File: config.mk
export PLATFORM = sky130hd
export DESIGN_NAME = stroke_record_stream_parser
export DESIGN_NICKNAME = d
export VERILOG_FILES = /design/src/sv/srsp_pkg.sv /design/src/sv/stroke_record_stream_parser.sv
export SDC_FILE = /design/constraint.sdc
export NUM_CORES = 1
export LEC_CHECK = 0
export BUFFER_PORTS_ARGS = -buffer_cell sky130_fd_sc_hd__buf_2
export CORE_ASPECT_RATIO = 0.7
export CORE_UTILIZATION = 25
export DETAILED_ROUTE_END_ITERATION = 7
export PLACE_DENSITY = 0.51
export SETUP_SLACK_MARGIN = 0.15
export SLEW_MARGIN = 20
export SYNTH_ARGS = -nofsm -noshare
export SYNTH_HDL_FRONTEND = slang
export SYNTH_SLANG_ARGS = --single-unit
File: constraint.sdc
create_clock -name clk -period 8.5 [get_ports clk]
set_clock_uncertainty 0.2 [all_clocks]
set_input_delay 0.425 -clock clk [delete_from_list [all_inputs] [get_ports clk]]
set_output_delay 0.425 -clock clk [all_outputs]
set_load 0.005 [all_outputs]
File: src/sv/srsp_pkg.sv
// Shared types and constants for the stroke record stream parser.
`timescale 1ns / 1ps

package srsp_pkg;

	// Parse phases; the numbering matches the token kind of the field that the phase reads.
	typedef enum logic [4:0] {
		PH_VERSION  = 5'd0,
		PH_STROKES  = 5'd1,
		PH_ERASER   = 5'd2,
		PH_COLOR    = 5'd3,
		PH_WIDTH    = 5'd4,
		PH_ALPHA    = 5'd5,
		PH_NPOINTS  = 5'd6,
		PH_POINT    = 5'd7,
		PH_NIDX     = 5'd13,
		PH_INDEX    = 5'd14,
		PH_ALPHAMOD = 5'd15,
		PH_TOOLLEN  = 5'd16,
		PH_TOOLBYTE = 5'd17,
		PH_NCIRCLES = 5'd18,
		PH_CIRCLE   = 5'd19,
		PH_IDLE     = 5'd31
	} phase_t;

	typedef enum logic [2:0] {
		ERR_SHORT   = 3'd0,
		ERR_VERSION = 3'd1,
		ERR_STROKES = 3'd2,
		ERR_POINTS  = 3'd3,
		ERR_INDICES = 3'd4,
		ERR_TOOLLEN = 3'd5,
		ERR_CIRCLES = 3'd6,
		ERR_TRUNC   = 3'd7
	} err_t;

	typedef enum logic [2:0] {
		CFG_MAX_STROKES = 3'd0,
		CFG_MAX_POINTS  = 3'd1,
		CFG_MAX_INDICES = 3'd2,
		CFG_MAX_TOOLLEN = 3'd3,
		CFG_MAX_CIRCLES = 3'd4
	} cfg_idx_t;

	localparam logic [4:0] KIND_POINT_X  = 5'd7;
	localparam logic [4:0] KIND_CIRCLE_X = 5'd19;
	localparam logic [4:0] KIND_ERROR    = 5'd22;

	localparam logic [19:0] RST_MAX_STROKES = 20'd100000;
	localparam logic [19:0] RST_MAX_POINTS  = 20'd1000000;
	localparam logic [19:0] RST_MAX_INDICES = 20'd1000000;
	localparam logic [15:0] RST_MAX_TOOLLEN = 16'd1024;
	localparam logic [19:0] RST_MAX_CIRCLES = 20'd1000000;

	localparam logic [31:0] MIN_PAYLOAD_BYTES = 32'd8;
	localparam logic [2:0]  POINT_WORDS       = 3'd6;
	localparam logic [2:0]  CIRCLE_WORDS      = 3'd3;

	typedef struct packed {
		logic [7:0]  data_byte;
		logic        start_of_payload;
		logic [31:0] payload_bytes;
	} byte_req_t;

	typedef struct packed {
		logic [4:0]  field_kind;
		logic [31:0] field_value;
		logic [19:0] stroke_number;
		logic [19:0] element_number;
		logic [2:0]  error_code;
		logic        payload_done;
	} token_t;

endpackage

File: src/sv/stroke_record_stream_parser.sv
// Stroke record stream parser: byte-at-a-time field decoder with count checks.
// Output: a byte accepted at an edge puts its token, if any, in the output register
// at that same edge, so the token is visible in the following cycle.
// Throughput: one byte per cycle; byte_stall rises only while a token waits in the
// output register and token_stall holds it.
// Reset: limit registers take their defaults, the parser is idle and ignores bytes
// until a request marked start_of_payload arrives.
`timescale 1ns / 1ps

module stroke_record_stream_parser (
	input  logic                clk,
	input  logic                arst_n,
	input  logic                byte_valid,
	output logic                byte_stall,
	input  srsp_pkg::byte_req_t byte_req,
	output logic                token_valid,
	input  logic                token_stall,
	output srsp_pkg::token_t    token,
	input  logic                cfg_valid,
	output logic                cfg_ready,
	input  logic [2:0]          cfg_index,
	input  logic [19:0]         cfg_data
);

	// Limit registers
	logic [19:0] max_strokes_q, max_points_q, max_indices_q, max_circles_q;
	logic [15:0] max_toollen_q;

	// Parser state
	srsp_pkg::phase_t phase_q;
	logic [2:0]  version_q;
	logic [1:0]  bif_q;
	logic [23:0] acc_q;
	logic [19:0] strokes_total_q, stroke_cnt_q, elem_total_q, elem_cnt_q;
	logic [2:0]  sub_q;
	logic [31:0] rem_q;

	// Effective state for this byte (a start request clears the parse)
	srsp_pkg::phase_t cur_phase;
	logic [2:0]  cur_version;
	logic [1:0]  cur_bif;
	logic [23:0] cur_acc;
	logic [19:0] cur_strokes_total, cur_stroke_cnt, cur_elem_total, cur_elem_cnt;
	logic [2:0]  cur_sub;
	logic [31:0] cur_rem;

	srsp_pkg::phase_t nxt_phase;
	logic [2:0]  nxt_version;
	logic [1:0]  nxt_bif;
	logic [23:0] nxt_acc;
	logic [19:0] nxt_strokes_total, nxt_stroke_cnt, nxt_elem_total, nxt_elem_cnt;
	logic [2:0]  nxt_sub;
	logic [31:0] nxt_rem;
	logic        nxt_done;

	logic        accept, start, len_ok, short_err, active;
	logic        width1, complete;
	logic [31:0] v;
	logic [36:0] v_x24;
	logic [35:0] v_x12;
	logic [33:0] v_x4;
	logic        cnt_err;
	srsp_pkg::err_t cnt_code;
	logic        trunc, produced;
	logic [19:0] stroke_inc, elem_inc;
	logic [2:0]  sub_inc;
	logic        stroke_last;
	srsp_pkg::phase_t ph_end_stroke, ph_after_tool, ph_after_alphamod, ph_after_indices;
	srsp_pkg::phase_t pre_phase;
	logic        es_after_tool, es_after_alphamod, es_after_indices;
	srsp_pkg::token_t tok;

	assign accept     = byte_valid & ~byte_stall;
	assign byte_stall = token_valid & token_stall;
	assign cfg_ready  = 1'b1;

	assign start     = byte_req.start_of_payload;
	assign len_ok    = byte_req.payload_bytes >= srsp_pkg::MIN_PAYLOAD_BYTES;
	assign short_err = accept & start & ~len_ok;

	always_comb begin
		if (start) begin
			cur_phase         = len_ok ? srsp_pkg::PH_VERSION : srsp_pkg::PH_IDLE;
			cur_version       = 3'd0;
			cur_bif           = 2'd0;
			cur_acc           = 24'd0;
			cur_strokes_total = 20'd0;
			cur_stroke_cnt    = 20'd0;
			cur_elem_total    = 20'd0;
			cur_elem_cnt      = 20'd0;
			cur_sub           = 3'd0;
			cur_rem           = byte_req.payload_bytes;
		end else begin
			cur_phase         = phase_q;
			cur_version       = version_q;
			cur_bif           = bif_q;
			cur_acc           = acc_q;
			cur_strokes_total = strokes_total_q;
			cur_stroke_cnt    = stroke_cnt_q;
			cur_elem_total    = elem_total_q;
			cur_elem_cnt      = elem_cnt_q;
			cur_sub           = sub_q;
			cur_rem           = rem_q;
		end
	end

	assign active = accept & (cur_phase != srsp_pkg::PH_IDLE);

	assign width1 = (cur_phase == srsp_pkg::PH_ERASER) || (cur_phase == srsp_pkg::PH_ALPHA) ||
		(cur_phase == srsp_pkg::PH_TOOLBYTE);
	assign complete = width1 || (cur_bif == 2'd3);
	assign v = width1 ? {24'd0, byte_req.data_byte} : {byte_req.data_byte, cur_acc};

	// A count n fits the bytes left after this one when k*n <= rem - 1, i.e. k*n < rem.
	assign v_x24 = ({5'd0, v} << 4) + ({5'd0, v} << 3);
	assign v_x12 = ({4'd0, v} << 3) + ({4'd0, v} << 2);
	assign v_x4  = {v, 2'b00};

	always_comb begin
		cnt_err  = 1'b0;
		cnt_code = srsp_pkg::ERR_SHORT;
		case (cur_phase)
			srsp_pkg::PH_VERSION: begin
				cnt_err  = (v < 32'd1) || (v > 32'd4);
				cnt_code = srsp_pkg::ERR_VERSION;
			end
			srsp_pkg::PH_STROKES: begin
				cnt_err  = v > {12'd0, max_strokes_q};
				cnt_code = srsp_pkg::ERR_STROKES;
			end
			srsp_pkg::PH_NPOINTS: begin
				cnt_err  = (v > {12'd0, max_points_q}) || (v_x24 >= {5'd0, cur_rem});
				cnt_code = srsp_pkg::ERR_POINTS;
			end
			srsp_pkg::PH_NIDX: begin
				cnt_err  = (v > {12'd0, max_indices_q}) || (v_x4 >= {2'd0, cur_rem});
				cnt_code = srsp_pkg::ERR_INDICES;
			end
			srsp_pkg::PH_TOOLLEN: begin
				cnt_err  = (v > {16'd0, max_toollen_q}) || (v >= cur_rem);
				cnt_code = srsp_pkg::ERR_TOOLLEN;
			end
			srsp_pkg::PH_NCIRCLES: begin
				cnt_err  = (v > {12'd0, max_circles_q}) || (v_x12 >= {4'd0, cur_rem});
				cnt_code = srsp_pkg::ERR_CIRCLES;
			end
			default: begin
				cnt_err  = 1'b0;
				cnt_code = srsp_pkg::ERR_SHORT;
			end
		endcase
	end

	// Where the parse goes once a stroke's trailing lists are done, by format version.
	assign stroke_inc        = cur_stroke_cnt + 20'd1;
	assign elem_inc          = cur_elem_cnt + 20'd1;
	assign sub_inc           = cur_sub + 3'd1;
	assign stroke_last       = stroke_inc >= cur_strokes_total;
	assign ph_end_stroke     = stroke_last ? srsp_pkg::PH_IDLE : srsp_pkg::PH_ERASER;
	assign es_after_tool     = cur_version < 3'd4;
	assign es_after_alphamod = cur_version < 3'd3;
	assign es_after_indices  = cur_version < 3'd2;
	assign ph_after_tool     = es_after_tool ? ph_end_stroke : srsp_pkg::PH_NCIRCLES;
	assign ph_after_alphamod = es_after_alphamod ? ph_after_tool : srsp_pkg::PH_TOOLLEN;
	assign ph_after_indices  = es_after_indices ? ph_after_alphamod : srsp_pkg::PH_ALPHAMOD;

	// Next state
	always_comb begin
		nxt_phase         = cur_phase;
		nxt_version       = cur_version;
		nxt_bif           = cur_bif;
		nxt_acc           = cur_acc;
		nxt_strokes_total = cur_strokes_total;
		nxt_stroke_cnt    = cur_stroke_cnt;
		nxt_elem_total    = cur_elem_total;
		nxt_elem_cnt      = cur_elem_cnt;
		nxt_sub           = cur_sub;
		nxt_rem           = cur_rem;
		nxt_done          = 1'b0;
		if (active) begin
			nxt_rem = cur_rem - 32'd1;
			if (!complete) begin
				nxt_bif = cur_bif + 2'd1;
				nxt_acc[8*cur_bif +: 8] = byte_req.data_byte;
			end else begin
				nxt_bif = 2'd0;
				nxt_acc = 24'd0;
				if (cnt_err) begin
					nxt_phase = srsp_pkg::PH_IDLE;
				end else begin
					case (cur_phase)
						srsp_pkg::PH_VERSION: begin
							nxt_version = v[2:0];
							nxt_phase   = srsp_pkg::PH_STROKES;
						end
						srsp_pkg::PH_STROKES: begin
							nxt_strokes_total = v[19:0];
							nxt_stroke_cnt    = 20'd0;
							if (v == 32'd0) begin
								nxt_phase = srsp_pkg::PH_IDLE;
								nxt_done  = 1'b1;
							end else begin
								nxt_phase = srsp_pkg::PH_ERASER;
							end
						end
						srsp_pkg::PH_ERASER, srsp_pkg::PH_COLOR, srsp_pkg::PH_WIDTH,
						srsp_pkg::PH_ALPHA: begin
							nxt_phase = srsp_pkg::phase_t'(cur_phase + 5'd1);
						end
						srsp_pkg::PH_NPOINTS: begin
							nxt_elem_total = v[19:0];
							nxt_elem_cnt   = 20'd0;
							if (v == 32'd0) begin
								nxt_phase = srsp_pkg::PH_NIDX;
							end else begin
								nxt_sub   = 3'd0;
								nxt_phase = srsp_pkg::PH_POINT;
							end
						end
						srsp_pkg::PH_POINT: begin
							nxt_sub = sub_inc;
							if (sub_inc >= srsp_pkg::POINT_WORDS) begin
								nxt_sub      = 3'd0;
								nxt_elem_cnt = elem_inc;
								if (elem_inc >= cur_elem_total) begin
									nxt_phase = srsp_pkg::PH_NIDX;
								end
							end
						end
						srsp_pkg::PH_NIDX: begin
							if (v == 32'd0) begin
								nxt_phase = ph_after_indices;
								if (es_after_indices) begin
									nxt_stroke_cnt = stroke_inc;
									nxt_done       = stroke_last;
								end
							end else begin
								nxt_elem_total = v[19:0];
								nxt_elem_cnt   = 20'd0;
								nxt_sub        = 3'd0;
								nxt_phase      = srsp_pkg::PH_INDEX;
							end
						end
						srsp_pkg::PH_INDEX: begin
							nxt_elem_cnt = elem_inc;
							if (elem_inc >= cur_elem_total) begin
								nxt_phase = ph_after_indices;
								if (es_after_indices) begin
									nxt_stroke_cnt = stroke_inc;
									nxt_done       = stroke_last;
								end
							end
						end
						srsp_pkg::PH_ALPHAMOD: begin
							nxt_phase = ph_after_alphamod;
							if (es_after_alphamod) begin
								nxt_stroke_cnt = stroke_inc;
								nxt_done       = stroke_last;
							end
						end
						srsp_pkg::PH_TOOLLEN: begin
							if (v == 32'd0) begin
								nxt_phase = ph_after_tool;
								if (es_after_tool) begin
									nxt_stroke_cnt = stroke_inc;
									nxt_done       = stroke_last;
								end
							end else begin
								nxt_elem_total = v[19:0];
								nxt_elem_cnt   = 20'd0;
								nxt_sub        = 3'd0;
								nxt_phase      = srsp_pkg::PH_TOOLBYTE;
							end
						end
						srsp_pkg::PH_TOOLBYTE: begin
							nxt_elem_cnt = elem_inc;
							if (elem_inc >= cur_elem_total) begin
								nxt_phase = ph_after_tool;
								if (es_after_tool) begin
									nxt_stroke_cnt = stroke_inc;
									nxt_done       = stroke_last;
								end
							end
						end
						srsp_pkg::PH_NCIRCLES: begin
							if (v == 32'd0) begin
								nxt_phase      = ph_end_stroke;
								nxt_stroke_cnt = stroke_inc;
								nxt_done       = stroke_last;
							end else begin
								nxt_elem_total = v[19:0];
								nxt_elem_cnt   = 20'd0;
								nxt_sub        = 3'd0;
								nxt_phase      = srsp_pkg::PH_CIRCLE;
							end
						end
						srsp_pkg::PH_CIRCLE: begin
							nxt_sub = sub_inc;
							if (sub_inc >= srsp_pkg::CIRCLE_WORDS) begin
								nxt_sub      = 3'd0;
								nxt_elem_cnt = elem_inc;
								if (elem_inc >= cur_elem_total) begin
									nxt_phase      = ph_end_stroke;
									nxt_stroke_cnt = stroke_inc;
									nxt_done       = stroke_last;
								end
							end
						end
						default: begin
							nxt_phase = srsp_pkg::PH_IDLE;
						end
					endcase
				end
			end
			// The last payload byte left the parse unfinished.
			if (trunc) begin
				nxt_phase = srsp_pkg::PH_IDLE;
			end
		end
	end

	// Phase before the truncation override, kept separate so trunc does not loop on itself.
	always_comb begin
		pre_phase = cur_phase;
		if (complete) begin
			case (cur_phase)
				srsp_pkg::PH_STROKES:
					pre_phase = (v == 32'd0) ? srsp_pkg::PH_IDLE : srsp_pkg::PH_ERASER;
				srsp_pkg::PH_NIDX:
					pre_phase = (v == 32'd0) ? ph_after_indices : srsp_pkg::PH_INDEX;
				srsp_pkg::PH_INDEX:
					pre_phase = (elem_inc >= cur_elem_total) ? ph_after_indices :
						srsp_pkg::PH_INDEX;
				srsp_pkg::PH_ALPHAMOD:
					pre_phase = ph_after_alphamod;
				srsp_pkg::PH_TOOLLEN:
					pre_phase = (v == 32'd0) ? ph_after_tool : srsp_pkg::PH_TOOLBYTE;
				srsp_pkg::PH_TOOLBYTE:
					pre_phase = (elem_inc >= cur_elem_total) ? ph_after_tool :
						srsp_pkg::PH_TOOLBYTE;
				srsp_pkg::PH_NCIRCLES:
					pre_phase = (v == 32'd0) ? ph_end_stroke : srsp_pkg::PH_CIRCLE;
				srsp_pkg::PH_CIRCLE:
					pre_phase = ((sub_inc >= srsp_pkg::CIRCLE_WORDS) &&
						(elem_inc >= cur_elem_total)) ? ph_end_stroke : srsp_pkg::PH_CIRCLE;
				default:
					pre_phase = srsp_pkg::PH_ERASER;
			endcase
		end
	end

	assign trunc = active && !(complete && cnt_err) && (cur_rem == 32'd1) &&
		(pre_phase != srsp_pkg::PH_IDLE);

	assign produced = short_err | (active & (complete | trunc));

	// Token contents
	always_comb begin
		tok = '0;
		if (short_err) begin
			tok.field_kind = srsp_pkg::KIND_ERROR;
			tok.error_code = srsp_pkg::ERR_SHORT;
		end else if (complete && cnt_err) begin
			tok.field_kind     = srsp_pkg::KIND_ERROR;
			tok.error_code     = cnt_code;
			tok.field_value    = v;
			tok.stroke_number  = cur_stroke_cnt;
			tok.element_number = cur_elem_cnt;
		end else if (trunc) begin
			tok.field_kind     = srsp_pkg::KIND_ERROR;
			tok.error_code     = srsp_pkg::ERR_TRUNC;
			tok.stroke_number  = nxt_stroke_cnt;
			tok.element_number = nxt_elem_cnt;
		end else begin
			tok.field_value   = v;
			tok.stroke_number = (cur_phase == srsp_pkg::PH_STROKES) ? 20'd0 : cur_stroke_cnt;
			tok.payload_done  = nxt_done;
			case (cur_phase)
				srsp_pkg::PH_POINT: begin
					tok.field_kind     = srsp_pkg::KIND_POINT_X + {2'd0, cur_sub};
					tok.element_number = cur_elem_cnt;
				end
				srsp_pkg::PH_CIRCLE: begin
					tok.field_kind     = srsp_pkg::KIND_CIRCLE_X + {2'd0, cur_sub};
					tok.element_number = cur_elem_cnt;
				end
				srsp_pkg::PH_INDEX, srsp_pkg::PH_TOOLBYTE: begin
					tok.field_kind     = cur_phase;
					tok.element_number = cur_elem_cnt;
				end
				default: begin
					tok.field_kind     = cur_phase;
					tok.element_number = 20'd0;
				end
			endcase
		end
	end

	always_ff @(posedge clk or negedge arst_n) begin
		if (!arst_n) begin
			phase_q         <= srsp_pkg::PH_IDLE;
			version_q       <= 3'd0;
			bif_q           <= 2'd0;
			acc_q           <= 24'd0;
			strokes_total_q <= 20'd0;
			stroke_cnt_q    <= 20'd0;
			elem_total_q    <= 20'd0;
			elem_cnt_q      <= 20'd0;
			sub_q           <= 3'd0;
			rem_q           <= 32'd0;
		end else if (accept) begin
			phase_q         <= nxt_phase;
			version_q       <= nxt_version;
			bif_q           <= nxt_bif;
			acc_q           <= nxt_acc;
			strokes_total_q <= nxt_strokes_total;
			stroke_cnt_q    <= nxt_stroke_cnt;
			elem_total_q    <= nxt_elem_total;
			elem_cnt_q      <= nxt_elem_cnt;
			sub_q           <= nxt_sub;
			rem_q           <= nxt_rem;
		end
	end

	always_ff @(posedge clk or negedge arst_n) begin
		if (!arst_n) begin
			token_valid <= 1'b0;
		end else if (accept && produced) begin
			token_valid <= 1'b1;
		end else if (!token_stall) begin
			token_valid <= 1'b0;
		end
	end

	always_ff @(posedge clk) begin
		if (accept && produced) begin
			token <= tok;
		end
	end

	always_ff @(posedge clk or negedge arst_n) begin
		if (!arst_n) begin
			max_strokes_q <= srsp_pkg::RST_MAX_STROKES;
			max_points_q  <= srsp_pkg::RST_MAX_POINTS;
			max_indices_q <= srsp_pkg::RST_MAX_INDICES;
			max_toollen_q <= srsp_pkg::RST_MAX_TOOLLEN;
			max_circles_q <= srsp_pkg::RST_MAX_CIRCLES;
		end else if (cfg_valid && cfg_ready) begin
			case (cfg_index)
				srsp_pkg::CFG_MAX_STROKES: max_strokes_q <= cfg_data;
				srsp_pkg::CFG_MAX_POINTS:  max_points_q  <= cfg_data;
				srsp_pkg::CFG_MAX_INDICES: max_indices_q <= cfg_data;
				srsp_pkg::CFG_MAX_TOOLLEN: max_toollen_q <= cfg_data[15:0];
				srsp_pkg::CFG_MAX_CIRCLES: max_circles_q <= cfg_data;
				default: ;
			endcase
		end
	end

`ifndef SYNTHESIS
	// An active parse always has at least one payload byte still to come.
	assert property (@(posedge clk) disable iff (!arst_n)
		(phase_q != srsp_pkg::PH_IDLE) |-> (rem_q != 32'd0))
		else $error("parser active with no payload bytes left");

	// Every error token ends the payload.
	assert property (@(posedge clk) disable iff (!arst_n)
		(accept && produced && (tok.field_kind == srsp_pkg::KIND_ERROR)) |=>
		(phase_q == srsp_pkg::PH_IDLE))
		else $error("parser still active after an error token");

	// A token marked done never carries an error.
	assert property (@(posedge clk) disable iff (!arst_n)
		(token_valid && token.payload_done) |->
		((token.field_kind != srsp_pkg::KIND_ERROR) && (token.error_code == srsp_pkg::ERR_SHORT)))
		else $error("done token carries an error");

	// Word counters inside a point or circle stay below the word count.
	assert property (@(posedge clk) disable iff (!arst_n)
		((phase_q == srsp_pkg::PH_POINT) |-> (sub_q < srsp_pkg::POINT_WORDS)) and
		((phase_q == srsp_pkg::PH_CIRCLE) |-> (sub_q < srsp_pkg::CIRCLE_WORDS)))
		else $error("subfield counter out of range");

	// A token waiting under stall is not overwritten.
	assert property (@(posedge clk) disable iff (!arst_n)
		(token_valid && token_stall) |=> (token_valid && $stable(token)))
		else $error("stalled token lost");
`endif

endmodule
==> results_dict.tcl, run 1 <==
set metrics [dict create \
    status "finished, final reports clean" \
    rsz0062_at_grt "no" \
    r2r_cells 25 \
    yosys.area.top_type "dfrtp_1" \
    worstMarginPinSlew_ps 1100 \
    vias_per_cell 5.32 \
    io_buffers 151 \
    fin_setup_tns_ps 0 \
    drtIter0Drc 2969 \
    worstPathArrival_ps 8310 \
    gp_congestion 1.01 \
    holdPathEnd "token_valid" \
    cts-root-buf "clkbuf_16" \
    ys_ff_latch 327 \
    die_w_um 395 \
    clkPwrFrac_pct 26.8 \
    cts.clk_slew.worst_paths_ps 60 \
    max_cap_violations 0 \
    grt_pass1_wl_um 175000 \
    synth.top_cell.area_share_pct 19.7 \
    min_period_ps 8100 \
    drv_slew 0 \
    clk_path_buf_depth 3 \
    placed_area_um2 32400 \
    final_area_um2 34100 \
    drt-pass1-iter-count 7 \
    setup_violations 0 \
    cp.required_ps 8710 \
    yosysMostFrequentCell "nand2_1" \
    grt_max_degree 157 \
    peakVddDrop_mv 0.134 \
    start_util_pct 25.3 \
    cts_sinks 327 \
    hold_path_depth 3 \
    syn_inst 3159 \
    routed_wl_um 120000 \
    nFillCells 11200 \
    synth_ff_type "dfrtp_1" \
    fmax_mhz 123 \
    grt_pass1_vias 25400 \
    die_h_um 277 \
    p_sw_uw 2640 \
    fp-row-count 100 \
    die-area_um2 109000 \
    crit_slowest_cell "fa_2" \
    design.core.area_um2 107000 \
    synth_warnings 0 \
    avgSynthCellArea_um2 8.55 \
    gr-total-overflow 0 \
    crit_buf_inv 8 \
    max_stage_delay_ps 400 \
    dr_total_vias 27100 \
    pwr-share-seq_pct 31.0 \
    p_per_area_nw_per_um2 194 \
    hold_path_class "input pin to flop" \
    netlist_top_cells_area "dfrtp_1 (20%), ha_1 (14%), edfxtp_1 (9.0%), nand2_1 (5.9%), o21ai_0 (4.5%)" \
    relSlewSlack_pct 24.5 \
    wl_per_cell_um 23.5 \
    p_leak_uw 0.0158 \
    start_kind "input pin" \
    switching_share_pct 39.9 \
    share_comb_of_total_power_pct 42.2 \
    ff2ff_setup_slack_ps 700 \
    tritoncts "built" \
    syn_nets 3533 \
    antenna_cells 0 \
    async_flop_share_pct 75.2 \
    path_delay_family "compound AO/OA/AOI/OAI gates" \
    finalWorstSetupSlack_ps 399 \
    drive_gt1_share_pct 22.2 \
    cts.htree.levels 2 \
    areaGrowthSynthToFinish_pct 26.4 \
    yosys-top-cells-count "nand2_1 (424), ha_1 (304), o21ai_0 (243)" \
    finalHoldViolCount 0 \
    p_int_uw 3980 \
    antenna_found_initial 6 \
    drc 0 \
    hp-start "token_stall" \
    r2r-start "elem_cnt_q[0]" \
    nNetsFinal 4015 \
    ys_seq_area_share_pct 31.9 \
    preCtsSetupSlack_ps -402 \
    ioPinCount 153 \
    synth_cell_types 108 \
    critPathKind "input pin to flop" \
    fin_crit_sh_pct 95.3 \
    insertion_delay_ps 620 \
    ant_nets 0 \
    dp_hpwl_um 93300 \
    cts_buffers 41 \
    end_kind "flop" \
    synth_enable_flop_cells 81 \
    regToRegEndpoint "token[1]" \
    syn-cell-area_um2 27000 \
    grt.total_usage_pct 21.2 \
    crit_fanout 16 \
]
power groups by stage:
stage,logic (uW),registers (uW),clock network [uW]
2_1_floorplan,1580,2000,0
3_3_place_gp,2680,2070,0
3_5_place_dp,2690,2070,0
4_1_cts,2720,2050,1820
5_1_grt,3040,2080,1880
6_report,2800,2050,1780
layer usage:
layer	global-route usage [%]	up-vias	wire length, um
met2	27.8	1190	45000
met1	34.4	13200	61600
li1	-	12600	-
met4	3.10	2	1540
met5	0	-	13
met3	5.04	115	11600
metrics by stage:
stage                     instances  hold WS (ps)  util [%]  total power (uW)
after floorplan                3159         -70.6         -              3580
after global placement         5001           259      30.3              4750
after detailed placement       5001           265      30.3              4770
after CTS                      5098          49.3      31.8              6590
after global routing           5102          72.2      32.0              7000
final                          5102          88.0      32.0              6630
tightest hold or removal path: stages:
cell	delay [ps]
buf_2	70
nand2_1	160
nand3_1	170
layout by cell type (no fill, tap or decap), types with 81 or more instances in the layout:
master | synthesis | final
edfxtp_1 | 81 | 81
buf_4 | 10 | 392
nand3_1 | 101 | 101
inv_1 | 169 | 160
nand2_1 | 424 | 418
o21ai_0 | 243 | 235
xnor2_1 | 84 | 81
dfrtp_1 | 213 | 213
a21o_1 | 95 | 94
ha_1 | 304 | 302
buf_2 | 23 | 149
a21oi_1 | 178 | 173
nor2_1 | 208 | 206
sequential cells by signal (all words and copies together), names as in the netlist, 20 cells and up:
| signal | flops |
|---|---|
| max_points_q | 20 |
| max_strokes_q | 20 |
| elem_total_q | 20 |
| max_indices_q | 20 |
| rem_q | 32 |
| acc_q | 24 |
| max_circles_q | 20 |
| elem_cnt_q | 20 |
| strokes_total_q | 20 |
| token | 81 |
| stroke_cnt_q | 20 |
cell families (layout without fill, tap and decap cells):
logic type | Yosys count | count (layout) | share of synthesized area, %
AO/OA/AOI/OAI | 918 | 918 | 22.5
buffers and inverters | 318 | 833 | 4.81
AND/OR/NAND/NOR | 1087 | 1087 | 19.3
XOR/XNOR | 109 | 109 | 3.56
adder cells (fa/ha/maj) | 312 | 312 | 14.4
multiplexers | 87 | 87 | 3.42
other | 1 | 1 | 0.0139
flip-flops | 327 | 327 | 31.9
layout make-up:
type | count | area, um^2 | share of cell area, %
clock inverters | 17 | 141 | 0.414
repair buffers | 584 | 4300 | 12.6
clock buffers | 59 | 1190 | 3.47
multi-input cells | 2514 | 17400 | 51.1
flip-flops and latches | 327 | 8630 | 25.3
well taps | 1428 | 1790 | 5.23
inverters | 173 | 653 | 1.91
worst max-delay path by stage:
| stage | startpoint | endpoint | slack, ps | cells after the start |
|---|---|---|---|---|
| 2_1_floorplan | byte_req[32] | token[31] | 160 | 44 |
| 3_3_place_gp | byte_req[4] | token[24] | -250 | 41 |
| 3_5_place_dp | byte_req[25] | token[24] | -400 | 41 |
| 4_1_cts | byte_req[25] | token[24] | 190 | 41 |
| 5_1_grt | byte_req[18] | token[23] | 140 | 43 |
| 6_report | byte_req[4] | token[24] | 400 | 41 |
what timing repair did:
item | CTS | global route
hold endpoints to repair | 177 | 0
gates resized for setup | 0 | 41
hold buffers | 21 | 0
endpoints found under the setup margin | 0 | 172
setup buffers | 0 | 2
Power figures use the tool's default switching activity.
==> run 2: changes to the inputs <==
--- a/config.mk
+++ b/config.mk
@@ -10,7 +10,7 @@
 export CORE_UTILIZATION = 25
 export DETAILED_ROUTE_END_ITERATION = 7
 export PLACE_DENSITY = 0.51
-export SETUP_SLACK_MARGIN = 0.15
+export SETUP_SLACK_MARGIN = 0.5
 export SLEW_MARGIN = 20
 export SYNTH_ARGS = -nofsm -noshare
 export SYNTH_HDL_FRONTEND = slang
==> run 2 against run 1 <==
  * Maximum frequency increased by 1.2%
  * Sequential cell count stayed put
  * Total power rose by 1.3%
  * Highest routed layer unchanged
  * Setup slack better by 94 ps
  * Worst hold slack better by 16 ps
  * Critical path type unchanged
==> results_dict.tcl, run 2 (synthesized netlist as in run 1, its figures left out) <==
set metrics [dict create \
    fmax_mhz 125 \
    drc 0 \
    grt_max_degree 127 \
    fin_crit_sh_pct 94.2 \
    p_per_area_nw_per_um2 192 \
    drt-pass1-iter-count 5 \
    seq_area_um2 8630 \
    cts.htree.levels 2 \
    grt_pass1_vias 25300 \
    antenna_found_initial 5 \
    critPathKind "input pin to flop" \
    fin_cells 5115 \
    start_kind "input pin" \
    top_register "token" \
    antenna_cells 0 \
    finalHoldViolCount 0 \
    die_w_um 395 \
    p_leak_uw 0.0160 \
    largest_reg_flops 81 \
    layout_commonest_cell "nand2_1" \
    postLayoutCoreUtil_pct 32.8 \
    cts.clk_slew.worst_paths_ps 60 \
    fp-row-count 100 \
    grt.total_usage_pct 21.1 \
    drv_slew 0 \
    wl_per_cell_um 23.3 \
    fin_setup_tns_ps 0 \
    nFillCells 11200 \
    drive_gt1_share_pct 24.5 \
    end_kind "flop" \
    worstPathArrival_ps 8160 \
    hold_path_class "input pin to flop" \
    cts_buffers 40 \
    cts_sinks 327 \
    crit_slowest_cell "fa_2" \
    hold_ws_ps 104 \
    routed_wl_um 119000 \
    peakVddDrop_mv 0.131 \
    design.core.area_um2 107000 \
    start_util_pct 25.3 \
    areaGrowthSynthToFinish_pct 29.6 \
    cts-root-buf "clkbuf_16" \
    multiInputGateArea_um2 18000 \
    insertion_delay_ps 610 \
    vias_per_cell 5.29 \
    grt_pass1_wl_um 174000 \
    cp.required_ps 8660 \
    tritoncts "built" \
    gp_congestion 0.985 \
    max_stage_delay_ps 410 \
    dp_hpwl_um 92400 \
    worstMarginPinSlew_ps 1180 \
    ant_nets 0 \
    rsz0062_at_grt "yes" \
    setup_violations 0 \
    dr_total_vias 27100 \
    final_cell_mix "nand2_1 (414), buf_4 (379), ha_1 (299), o21ai_0 (215), dfrtp_1 (213)" \
    p_total_uw 6710 \
    max_cap_violations 0 \
    critical_path.most_common_cell "a21o_1" \
    status "finished, final reports clean" \
    drtIter0Drc 3175 \
    crit_fanout 15 \
    dp.cells 4986 \
    die_h_um 277 \
    die-area_um2 109000 \
    io_buffers 151 \
    relSlewSlack_pct 19.2 \
    nNetsFinal 4029 \
    reg_top3 "token x81, rem_q x32, acc_q x24" \
    clk_path_buf_depth 3 \
    gr-total-overflow 0 \
    min_period_ps 8010 \
    ioPinCount 153 \
]
[run 2: cell count changes in the layout (fill, tap and decap cells not counted), sizes merged]
| cell | before | now |
|---|---|---|
| a21o | 95 | 96 |
| buf | 561 | 573 |
| clkdlybuf4s15 | 1 | 0 |
| clkinv | 12 | 13 |
| clkinvlp | 2 | 3 |
| dlygate4sd3 | 21 | 22 |
| inv | 175 | 173 |
[run 2: area by class of cell]
cell class	instances	area share (%)
Timing Repair Buffer	598	13.1
Clock buffer	57	3.37
Multi-Input combinational cell	2515	51.4
Sequential cell	327	24.6
Clock inverter	17	0.440
Tap cell	1428	5.10
Inverter	173	1.87
[run 2: timing repair]
| item | CTS | global route |
|---|---|---|
| gates cloned | 0 | 4 |
| pin swaps | 19 | 65 |
| setup buffers | 7 | 22 |
| hold endpoints to repair | 156 | 0 |
| resized for setup | 45 | 154 |
| hold buffers | 22 | 0 |
| setup endpoints to repair | 164 | 172 |
[run 2: through the flow]
stage          worst slack [ps]  cell area (um^2)
3_3_place_gp               -303             32300
5_1_grt                     179             35000
6_report                    493             35000
2_1_floorplan               501             27300
4_1_cts                     469             34100
3_5_place_dp               -443             32300
[run 2: critical path: cells and delay by family]
family / cells / cell delay (ps)
AOI/OAI and AO/OA: 18 / 3430
and+or+nand+nor: 9 / 1820
buffers and inverters: 9 / 1220
adders and majority gates: 4 / 1020
xor gates and xnor gates: 1 / 140
muxes: 1 / 70
[run 2: final timing paths]
kind,startpoint,end,slack (ps),cells past startpoint
min,byte_req[34],acc_q[1],100,2
max in group asynchronous,arst_n,max_points_q[8],6640,3
min in group asynchronous,arst_n,rem_q[30],130,2
max,byte_req[4],token[41],490,42
min reg2reg,strokes_total_q[5],strokes_total_q[5],280,1
max reg2reg,elem_cnt_q[0],token[23],700,24
[run 2: power breakdown]
group          leakage [uW]  switching, uW  internal (uW)
sequential          0.00389            184           1880
combinational        0.0115           1730           1130
clock              0.000646            784           1010
total                0.0160           2690           4020
[run 2: per-layer routing]
metal  vias up  GRT usage [%]  share of wire [%]
li1      12600              -                  -
met1     13100           33.7                 51
met2      1229           27.7                 38
met3       116           5.35                 10
met4         4           3.15                1.3
met5         -          0.610              0.090
